File: src/design/incremental_pid_clamped_core_defines.svh
// Assertion macros shared by the incremental PID core RTL.
// Used by files that include this header; relies on clk and arst_n in scope.
`ifndef INCREMENTAL_PID_CLAMPED_CORE_DEFINES_SVH
`define INCREMENTAL_PID_CLAMPED_CORE_DEFINES_SVH

// Check a property on every rising edge outside reset.
`define IPC_ASSERT(label, prop, msg) \
	label: assert property (@(posedge clk) disable iff (!arst_n) (prop)) else $error(msg);

// Check that a condition holds in the cycle after a trigger.
`define IPC_ASSERT_NEXT(label, trig, conseq, msg) \
	label: assert property (@(posedge clk) disable iff (!arst_n) (trig) |=> (conseq)) \
		else $error(msg);

`endif

File: src/design/ipc_pkg.sv
// Package for the incremental PID core: field widths, register codes,
// reset values and the configuration / result bundles. No dependencies.
package ipc_pkg;

	localparam int SAMPLE_BITS_DEF    = 12;
	localparam int GAIN_FRAC_BITS_DEF = 24;

	localparam int GAIN_W     = 32;
	localparam int TARGET_W   = 12;
	localparam int DRIVE_W    = 16;
	localparam int CFG_DATA_W = 32;
	localparam int CFG_IDX_W  = 3;

	// Register indexes on the configuration port
	typedef enum logic [CFG_IDX_W-1:0] {
		REG_GAIN_PROP  = 3'd0,
		REG_GAIN_INTEG = 3'd1,
		REG_GAIN_DERIV = 3'd2,
		REG_TARGET     = 3'd3,
		REG_CEILING    = 3'd4,
		REG_FLOOR      = 3'd5
	} cfg_reg_t;

	localparam logic signed [GAIN_W-1:0] GAIN_PROP_RST  = 32'sd3355;
	localparam logic signed [GAIN_W-1:0] GAIN_INTEG_RST = 32'sd839;
	localparam logic signed [GAIN_W-1:0] GAIN_DERIV_RST = 32'sd0;
	localparam logic [TARGET_W-1:0]      TARGET_RST     = 12'd2800;
	localparam logic [DRIVE_W-1:0]       CEILING_RST    = 16'd1550;
	localparam logic [DRIVE_W-1:0]       FLOOR_RST      = 16'd1450;

	typedef struct packed {
		logic signed [GAIN_W-1:0] gain_prop;
		logic signed [GAIN_W-1:0] gain_integ;
		logic signed [GAIN_W-1:0] gain_deriv;
		logic [TARGET_W-1:0]      target_lvl;
		logic [DRIVE_W-1:0]       ceil_lvl;
		logic [DRIVE_W-1:0]       floor_lvl;
	} cfg_t;

	typedef struct packed {
		logic [DRIVE_W-1:0] drive;
		logic               clamped;
	} res_t;

endpackage

File: src/design/ipc_cfg_regs.sv
// Configuration register bank for the incremental PID core.
// Depends on ipc_pkg for register codes, widths and reset values.
module ipc_cfg_regs (
	input  logic                           clk,
	input  logic                           arst_n,
	input  logic                           wen,
	input  logic [ipc_pkg::CFG_IDX_W-1:0]  idx,
	input  logic [ipc_pkg::CFG_DATA_W-1:0] wdata,
	output ipc_pkg::cfg_t                  cfg
);
	import ipc_pkg::*;

	cfg_t cfg_q;

	// Decode the index and update one register; unknown indexes drop the write
	always_ff @(posedge clk or negedge arst_n) begin
		if (!arst_n) begin
			cfg_q.gain_prop  <= GAIN_PROP_RST;
			cfg_q.gain_integ <= GAIN_INTEG_RST;
			cfg_q.gain_deriv <= GAIN_DERIV_RST;
			cfg_q.target_lvl <= TARGET_RST;
			cfg_q.ceil_lvl   <= CEILING_RST;
			cfg_q.floor_lvl  <= FLOOR_RST;
		end else if (wen) begin
			unique case (cfg_reg_t'(idx))
				REG_GAIN_PROP:  cfg_q.gain_prop  <= $signed(wdata[GAIN_W-1:0]);
				REG_GAIN_INTEG: cfg_q.gain_integ <= $signed(wdata[GAIN_W-1:0]);
				REG_GAIN_DERIV: cfg_q.gain_deriv <= $signed(wdata[GAIN_W-1:0]);
				REG_TARGET:     cfg_q.target_lvl <= wdata[TARGET_W-1:0];
				REG_CEILING:    cfg_q.ceil_lvl   <= wdata[DRIVE_W-1:0];
				REG_FLOOR:      cfg_q.floor_lvl  <= wdata[DRIVE_W-1:0];
				default: ;
			endcase
		end
	end

	assign cfg = cfg_q;

endmodule

File: config.mk
export PLATFORM = sky130hd
export DESIGN_NAME = ipc_cfg_regs
export DESIGN_NICKNAME = d
export VERILOG_FILES = /design/src/design/incremental_pid_clamped_core_defines.svh /design/src/design/ipc_pkg.sv /design/src/design/ipc_cfg_regs.sv
export SDC_FILE = /design/constraint.sdc
export NUM_CORES = 1
export LEC_CHECK = 0
export BUFFER_PORTS_ARGS = -buffer_cell sky130_fd_sc_hd__buf_2
export CAP_MARGIN = 20
export CORE_UTILIZATION = 50
export CTS_BUF_LIST = sky130_fd_sc_hd__clkbuf_4 sky130_fd_sc_hd__clkbuf_8
export DETAILED_ROUTE_END_ITERATION = 10
export PLACE_DENSITY = 0.79
export SYNTH_ARGS = -nofsm -noshare
export SYNTH_HDL_FRONTEND = slang
export SYNTH_SLANG_ARGS = --single-unit
File: constraint.sdc
create_clock -name clk -period 1.56 [get_ports clk]
set_input_delay 0.078 -clock clk [delete_from_list [all_inputs] [get_ports clk]]
set_output_delay 0.078 -clock clk [all_outputs]
set_load 0.03 [all_outputs]
# Word level (Yosys, flattened, before mapping)
# Index checks and enable logic that the tools add are counted.
[classes]
n_eq_ne = 5
reduce_logical = 7
[op_table]
columns = ["op", "count"]
rows = [
  ["AND reduction 2 bit", 6],
  ["equality test 3 x 2 -> 1 bit (second input constant)", 2],
  ["equality test 3 bit (second input constant)", 2],
  ["equality test 3 x 1 -> 1 bit (second input constant)", 1],
  ["zero test 3 bit", 1],
]
[totals]
register_bits = 140
inputBits = 38
output_inout_bits = 140
word_cells = 18

# Logic depth before layout (Yosys ltp)
# Gate-level depths: netlist (run 1).
[logic_depth]
depth_word = 2
depth_mapped = 4
depth_no_buf = 2

# Worst setup path before layout (run 1)
# No wires, ideal clock.
[synth_path]
path_kind = "in2reg"
startpoint = "input port idx[1] (netlist name)"
endpoint = "register cfg_q, in the netlist cfg[129]"
setup_time_ps = 125
arrival_ps = 1001
required_ps = 1435
path_slack_ps = 434
path_stages = 3
path_buffers = 1
cell_sequence = "nor4b_4 -> buf_6 -> mux2_2"
[synth_between]
elab_chain_len = 2
[synth_lines]
columns = ["element", "line_no", "text"]
rows = [
  ["start, declared", "ipc_cfg_regs.sv:7", "input logic [ipc_pkg::CFG_IDX_W-1:0] idx,"],
  ["zero test 3 bit", "ipc_cfg_regs.sv:25", "unique case (cfg_reg_t'(idx))"],
  ["AND reduction 2 bit (no source line)", "-", ""],
  ["end, declared", "ipc_cfg_regs.sv:13", "cfg_t cfg_q;"],
]
# No other way between the ends.
# A chain may end at the register's enable or synchronous reset.

# Worst setup path in the final report (run 1)
[layout_path]
startpoint = "register cfg_q, in the netlist cfg[108]"
endpoint = "output port cfg[108] (netlist name)"
[layout_lines]
columns = ["element", "line_no", "text"]
rows = [
  ["end, declared", "ipc_cfg_regs.sv:9", "output ipc_pkg::cfg_t cfg"],
]
# No word-level cell between the ends.

==> results of run 1 <==
## through the flow
step                area, µm²  power (mW)  util [%]  std cells  worst slack [ps]
floorplan                5340        7.36         -        301               434
detailed placement       6450        8.61      62.5        610               162
global route             7230        12.3      70.0        675               274
global placement         6450        8.49      62.5        610               195
finish                   7230        11.8      70.0        675               328
CTS                      7230        11.9      70.0        675               301
## Yosys cell counts, drive strengths merged
library cell,instances
dfstp,30
buf,15
dfrtp,110
mux2,140
nand4b,2
nor4b,1
nor4bb,3
## final timing paths
path	depth (start not counted)	endpoint	slack [ps]
worst max register to register	1	cfg[101]$_DFFE_PN0P_	750
min in group clk	4	cfg[33]$_DFFE_PN0P_	370
worst max-delay path	1	cfg[108]	330
worst min-delay path	2	cfg[35]$_DFFE_PN0P_	130
worst min register to register	1	cfg[50]$_DFFE_PN0P_	480
max in group asynchronous	3	cfg[5]$_DFFE_PN1P_	820
## where the power goes
| part | internal (mW) | switching [mW] |
|---|---|---|
| Sequential | 4.55 | 0.397 |
| Combinational | 1.22 | 2.40 |
| Clock | 1.89 | 1.30 |
| Total | 7.66 | 4.10 |
## per-layer routing
metal / up-vias / GRT usage (%) / share of wire, %
met1: 1718 / 28.0 / 42
met4: 0 / 8.65 / 1.6
li1: 1525 / - / -
met2: 116 / 37.5 / 51
met5: - / 0 / 0
met3: 17 / 6.56 / 5.7
## cell families (layout without fill, tap and decap cells)
family	after synthesis	after routing	share of synthesized area, %
AND/OR/NAND/NOR	6	6	1.45
flip-flops	140	140	66.3
multiplexers	140	140	29.5
buffers and inverters	15	253	2.74
## timing repair
action | in CTS | in global routing
endpoints found under the setup margin | 0 | 0
hold endpoints to repair | 259 | 0
hold buffers | 33 | 0
gates resized for setup | 0 | 0
buffers inserted | 0 | 0
## area by class of cell
cell class / instances / area, µm² / share of cell area (%)
clock buffer: 22 / 284 / 3.93
clock inverter: 10 / 164 / 2.27
multi-input combinational: 146 / 1700 / 23.5
sequential: 140 / 3540 / 49.0
tap: 136 / 170 / 2.35
timing repair buffer: 221 / 1370 / 18.9
==> results.toml, run 1 <==
[setup_path]
path_delay_family = "flip-flops"
arrival_ps = 1150
r2r_start = "cfg[101]$_DFFE_PN0P_"
crit_buf_inv = 1
cp.required_ps = 1480
crit_chain = "buf_2"
max_stage_delay_ps = 550
crit_path_start = "cfg[108]$_DFFE_PN1P_"
critPathMaxFanout = 2
slowest_stage = "dfstp_2"
crit_type = "reg2out"
worstSetupEndpointType = "output pin"
start_kind = "register"

[timing]
rsz0062_at_grt = "no"
period_share_pct = 79.0
setup_viol_count_final = 0
clock.fmax_mhz = 812
worst_slew_pin_slew_ps = 389
whs_ps = 127
drv_slew = 0
report.final.hold_viol_count = 0
period_needed_ps = 1230
worst_clock_skew_ps = 0
relSlewSlack_pct = 74.1
setup_tns_ps = 0

[grt]
grt_pass1_vias = 3571
grtUsageTotal_pct = 22.6
grt-ovfl-total = 0
grt_antenna_before_repair = 0
grt_pass1_wl_um = 18800
grt_max_degree = 40

[yosys]
syn_area_per_cell_um2 = 17.7
netlist_top_cells_area = "dfrtp_1 52%, mux2_2 22%, dfstp_2 15%"
synth_nets = 339
yosysTopAreaCell = "dfrtp_1"
synth.distinct_cells = 11
synth_seq_cells = 140
yosysWarnings = 0
synth_top_area_share_pct = 51.5
syn_inst = 301
synth_area_mm2 = 0.00534
synth_seq_area_share_pct = 66.3

[floorplan]
placementRows = 37
die_y_um = 105
boundaryPins = 178
dieArea_mm2 = 0.0111
start_util_pct = 51.7
core_area_mm2 = 0.0103
die_width_um = 105

[clock_network]
worst_skew_pair.late_latency_ps = 420
clk_root_buffer_cell = "clkbuf_8"
clockBufferDepth = 2
cts_tree = "yes"
cts_htree_levels = 4
path_clk_slew_ps = 80
numClockSinks = 140
cts_made_buffers = 17

[routing]
vias = 3376
routed_wl_um = 11700
dr.first_iter.drc_count = 97
drt-pass1-iter-count = 4
viasPerCell = 5.00
wl_per_cell_um = 17.4
drc = 0
ant_nets = 0

[final_layout]
drive_gt1_share_pct = 66.6
layout_common_cells = "176 x buf_2, 110 x dfrtp_1, 104 x mux2_2"
areaGrowthSynthToFinish_pct = 35.3
nFillCells = 695
largest_reg_flops = 140
final_common_cell = "buf_2"
diodes = 0
nets = 564

[run]
cap_violations = 0

[placed_design]
gp_congestion = 0.741
dp_hpwl_um = 8220
port_buffers = 177

[pwr]
powerDensity_mw_per_mm2 = 1630
vdd_drop_max_mv = 0.873
leakage_nw = 3.43

[worst_hold_path]
hold_path.class = "in2async"

[run_status]
status = "completed"
No activity file was read; power rests on OpenSTA's default activity.
==> run 2: changes to the inputs <==
Settings changed: ABC_AREA from default to 1, CORE_UTILIZATION 50 to 47, PLACE_DENSITY 0.79 to 0.78.
Clock period 1.56 ns to 1.07 ns, I/O delays scaled along.
==> results.toml, run 2 <==
[run_status]
status = "finished, violations left"
violations = "negative setup slack"

[run]
cap_violations = 0

[floorplan]
dieArea_mm2 = 0.0122
placementRows = 39
die_width_um = 110
start_util_pct = 48.4
boundaryPins = 178
die_y_um = 110
core_area_mm2 = 0.0114

[clock_network]
worst_skew_pair.late_latency_ps = 440
clk_root_buffer_cell = "clkbuf_8"
cts_made_buffers = 17
path_clk_slew_ps = 80
cts_tree = "yes"
numClockSinks = 140
cts_htree_levels = 4
clockBufferDepth = 2

[grt]
grt_pass1_wl_um = 28500
grt_max_degree = 43
grt_pass1_vias = 5475
grt-ovfl-total = 0
grtUsageTotal_pct = 30.0
grt_antenna_before_repair = 0

[worst_hold_path]
hold_path.class = "in2async"

[placed_design]
place_inst = 934
port_buffers = 177
pre_cts_slack_ps = -32.8
gp_congestion = 0.862
dp_hpwl_um = 11200

[yosys]
synth_top_area_share_pct = 49.8
synth_area_mm2 = 0.00553
synth_common_cells = "318 x nand2_1, 112 x nand3_1, 110 x dfrtp_1"
post-synth-top-count-cell = "nand2_1"
yosysTopAreaCell = "dfrtp_1"
synth-main-ff-cell = "dfrtp_1"
synth_seq_cells = 140
synth_seq_area_share_pct = 64.1
syn_inst = 618
synth-edff-count = 0
synth_nets = 656
synth.distinct_cells = 12
netlist_top_cells_area = "dfrtp_1 50%, nand2_1 22%, dfstp_2 14%"
syn_area_per_cell_um2 = 8.94
synthArstFlopShare_pct = 100
yosysWarnings = 0

[setup_path]
crit_buf_inv = 1
cp.required_ps = 1020
arrival_ps = 1130
slowest_stage = "dfstp_2"
critPathMaxFanout = 2
start_kind = "register"
max_stage_delay_ps = 560
worstSetupEndpointType = "output pin"
path_delay_family = "flip-flops"
crit_type = "reg2out"
crit_chain = "buf_6"

[routing]
vias = 5611
routed_wl_um = 19000
wl_per_cell_um = 17.8
drc = 0
ant_nets = 0
viasPerCell = 5.24
dr.first_iter.drc_count = 442
drt-pass1-iter-count = 5

[timing]
drv_slew = 0
worst_slew_pin_slew_ps = 363
clock.fmax_mhz = 846
fin_ws_ps = -112
worst_clock_skew_ps = 0
relSlewSlack_pct = 75.7
report.final.hold_viol_count = 0
period_share_pct = 110
period_needed_ps = 1180
rsz0062_at_grt = "yes"
setup_viol_count_final = 35

[pwr]
total_power_mw = 18.5
leakage_nw = 4.82
vdd_drop_max_mv = 1.54
powerDensity_mw_per_mm2 = 2080

[final_layout]
diodes = 0
layout_common_cells = "318 x nand2_1, 138 x buf_6, 112 x nand3_1"
nFillCells = 720
areaGrowthSynthToFinish_pct = 61.3
final_util_pct = 78.1
drive_gt1_share_pct = 37.7
largest_reg_flops = 140
finalNonFillerCells = 1071
nets = 953
final_common_cell = "nand2_1"
-- run 2: changes by cell type after synthesis, sizes merged --
| cell | delta |
|---|---|
| nor4bb | -3 |
| nand3 | +112 |
| mux2 | -140 |
| nand4b | -2 |
| nor2 | +6 |
| nand2 | +318 |
| inv | +6 |
| clkbuf | +12 |
| buf | +9 |
| nor4b | -1 |
-- run 2: power breakdown --
part	leakage [nW]	total, mW	switching, mW	internal [mW]
Clock	0.219	4.44	1.92	2.51
Combinational	2.90	6.78	3.74	3.04
Sequential	1.70	7.29	0.841	6.45
Total	4.82	18.5	6.50	12.0
-- run 2: cells by family (layout without fill, tap and decap cells) --
kind of cell           count (synthesis)  in the layout  synth area share (%)
AND/OR/NAND/NOR                      436            436                  32.6
flip-flops                           140            140                  64.1
buffers and inverters                 42            352                  3.37
-- run 2: cell type report --
cell class              instances  area (µm²)  share of cell area [%]
clock buffers                  26         339                    3.80
clock inverters                 6        82.6                   0.926
inverters                       6        22.5                   0.253
multi-input cells             436        1800                    20.2
flip-flops and latches        140        3540                    39.7
well taps                     143         179                    2.01
repair buffers                314        2950                    33.1
-- run 2: worst paths after layout --
path,from,end,slack [ps],cells past startpoint
worst min register to register,cfg[26]$_DFFE_PN1P_,cfg[26]$_DFFE_PN1P_,470,2
worst max-delay path,cfg[76]$_DFFE_PN1P_,cfg[76],-110,1
worst max register to register,cfg[75]$_DFFE_PN0P_,cfg[75]$_DFFE_PN0P_,120,4
worst min-delay path,arst_n,cfg[75]$_DFFE_PN0P_,70,2
min in group clk,wen,cfg[17]$_DFFE_PN1P_,80,5
max in group asynchronous,arst_n,cfg[10]$_DFFE_PN1P_,420,3
-- run 2: what timing repair did --
| action | CTS | global route |
|---|---|---|
| setup endpoints to repair | 131 | 137 |
| gates resized for setup | 235 | 51 |
| setup buffers | 24 | 46 |
| pin swaps | 0 | 0 |
| hold buffers | 35 | 0 |
| endpoints found under the hold margin | 263 | 0 |
-- run 2: per-layer routing --
layer  global-route usage, %  routed length (µm)  up-vias  share of wire [%]
met4                    12.0                 512        0                2.7
met1                    36.8                7190     2706                 38
met2                    50.0                9630      317                 51
li1                        -                   -     2540                  -
met5                       0                   0        -                  0
met3                    8.40                1700       48                8.9
-- run 2: stage by stage --
| stage | cell area [µm²] | setup TNS, ps | hold slack, ps |
|---|---|---|---|
| CTS | 8420 | -3900 | 45.6 |
| global route | 8920 | -4960 | 68.8 |
| detailed placement | 6750 | -262 | -39.7 |
| finish | 8920 | -2990 | 71.2 |
| floorplan | 5530 | 0 | -242 |
| global placement | 6750 | 0 | -49.4 |
==> run 3: changes to the inputs <==
Settings changed: CELL_PAD_IN_SITES_DETAIL_PLACEMENT from default to 1, CELL_PAD_IN_SITES_GLOBAL_PLACEMENT from default to 1, CORE_UTILIZATION 47 to 35, PLACE_DENSITY 0.78 to default, PLACE_DENSITY_LB_ADDON from default to 0.1.
==> results.toml, run 3 (synthesis results as in run 2) <==
[final_layout]
finalNonFillerCells = 1139
areaGrowthSynthToFinish_pct = 64.9
layout_common_cells = "318 x nand2_1, 141 x buf_6, 112 x nand3_1"
nets = 953
drive_gt1_share_pct = 37.9
diodes = 0
nFillCells = 1745
largest_reg_flops = 140
final_util_pct = 59.5
final_area_mm2 = 0.00911
final_common_cell = "nand2_1"

[floorplan]
start_util_pct = 36.1
placementRows = 45
die_y_um = 128
boundaryPins = 178
die_width_um = 128
core_area_mm2 = 0.0153
dieArea_mm2 = 0.0163

[setup_path]
crit_chain = "buf_6"
critPathMaxFanout = 2
r2r_slack_ps = 180
slowest_stage = "dfstp_2"
worstSetupEndpointType = "output pin"
r2r_start = "cfg[94]$_DFFE_PN0P_"
reg2regPathDepth = 4
arrival_ps = 1150
crit_path_start = "cfg[43]$_DFFE_PN1P_"
path_delay_family = "flip-flops"
crit_buf_inv = 1
rr_endpoint = "cfg[94]$_DFFE_PN0P_"
max_stage_delay_ps = 560
start_kind = "register"
crit_type = "reg2out"
cp.required_ps = 1020

[timing]
report.final.hold_viol_count = 0
drv_slew = 0
clock.fmax_mhz = 830
relSlewSlack_pct = 71.5
setup_viol_count_final = 40
setup_tns_ps = -3630
fin_ws_ps = -135
rsz0062_at_grt = "yes"
worst_slew_pin_slew_ps = 426
worst_clock_skew_ps = 0
period_share_pct = 113
period_needed_ps = 1210
whs_ps = 36.1

[grt]
grt_pass1_wl_um = 32700
grtUsageTotal_pct = 26.6
grt_max_degree = 46
grt_pass1_vias = 5893
grt_antenna_before_repair = 0
grt-ovfl-total = 0

[placed_design]
dp_hpwl_um = 13100
place_inst = 1000
gp_congestion = 0.831
port_buffers = 177
dpl_cell_area_mm2 = 0.00687
pre_cts_slack_ps = -99.1

[routing]
routed_wl_um = 21200
drc = 0
drt-pass1-iter-count = 4
dr.first_iter.drc_count = 243
wl_per_cell_um = 18.6
viasPerCell = 4.83
ant_nets = 0
vias = 5505

[clock_network]
worst_skew_pair.late_latency_ps = 450
clk_root_buffer_cell = "clkbuf_8"
numClockSinks = 140
path_clk_slew_ps = 80
cts_made_buffers = 17
clockBufferDepth = 2
cts_htree_levels = 4
cts_tree = "yes"

[pwr]
leakage_nw = 4.87
vdd_drop_max_mv = 0.833
powerDensity_mw_per_mm2 = 2130
total_power_mw = 19.4

[run_status]
status = "finished, violations left"
violations = "negative setup slack"

[worst_hold_path]
hold_path.class = "in2async"

[run]
cap_violations = 0
## run 3: how the worst max path moves through the flow
stage | to | slack, ps | cells past startpoint
3_3_place_gp | cfg[42]$_DFFE_PN0P_ | -8 | 6
2_1_floorplan | cfg[100]$_DFFE_PN0P_ | 260 | 6
5_1_grt | cfg[43] | -170 | 1
6_report | cfg[43] | -140 | 1
4_1_cts | cfg[77] | -160 | 1
3_5_place_dp | cfg[35]$_DFFE_PN0P_ | -100 | 7
## run 3: timing repair
item / CTS / global route
hold buffers: 33 / 0
setup buffers: 40 / 34
endpoints found under the setup margin: 140 / 126
gates resized for setup: 280 / 0
hold endpoints to repair: 274 / 0
## run 3: report_power, final
group          internal, mW  switching (mW)
Sequential             6.45           0.829
Combinational          3.09            3.78
Clock                  3.15            2.08
Total                  12.7            6.69
## run 3: metal layers
layer  routed length [µm]  up-vias  GRT usage [%]
li1                     -     2538              -
met1                 8590     2783           32.0
met2                11200      150           46.6
met3                 1040       34           5.93
met4                  425        0           10.3
met5                    0        -              0
## run 3: cell type report
| type | count | area [µm²] | area share (%) |
|---|---|---|---|
| clock buffer | 21 | 270 | 2.97 |
| tap | 211 | 264 | 2.90 |
| sequential | 140 | 3540 | 38.9 |
| inverter | 6 | 22.5 | 0.247 |
| timing repair buffer | 314 | 2990 | 32.8 |
| multi-input combinational | 436 | 1810 | 19.9 |
| clock inverter | 11 | 215 | 2.36 |
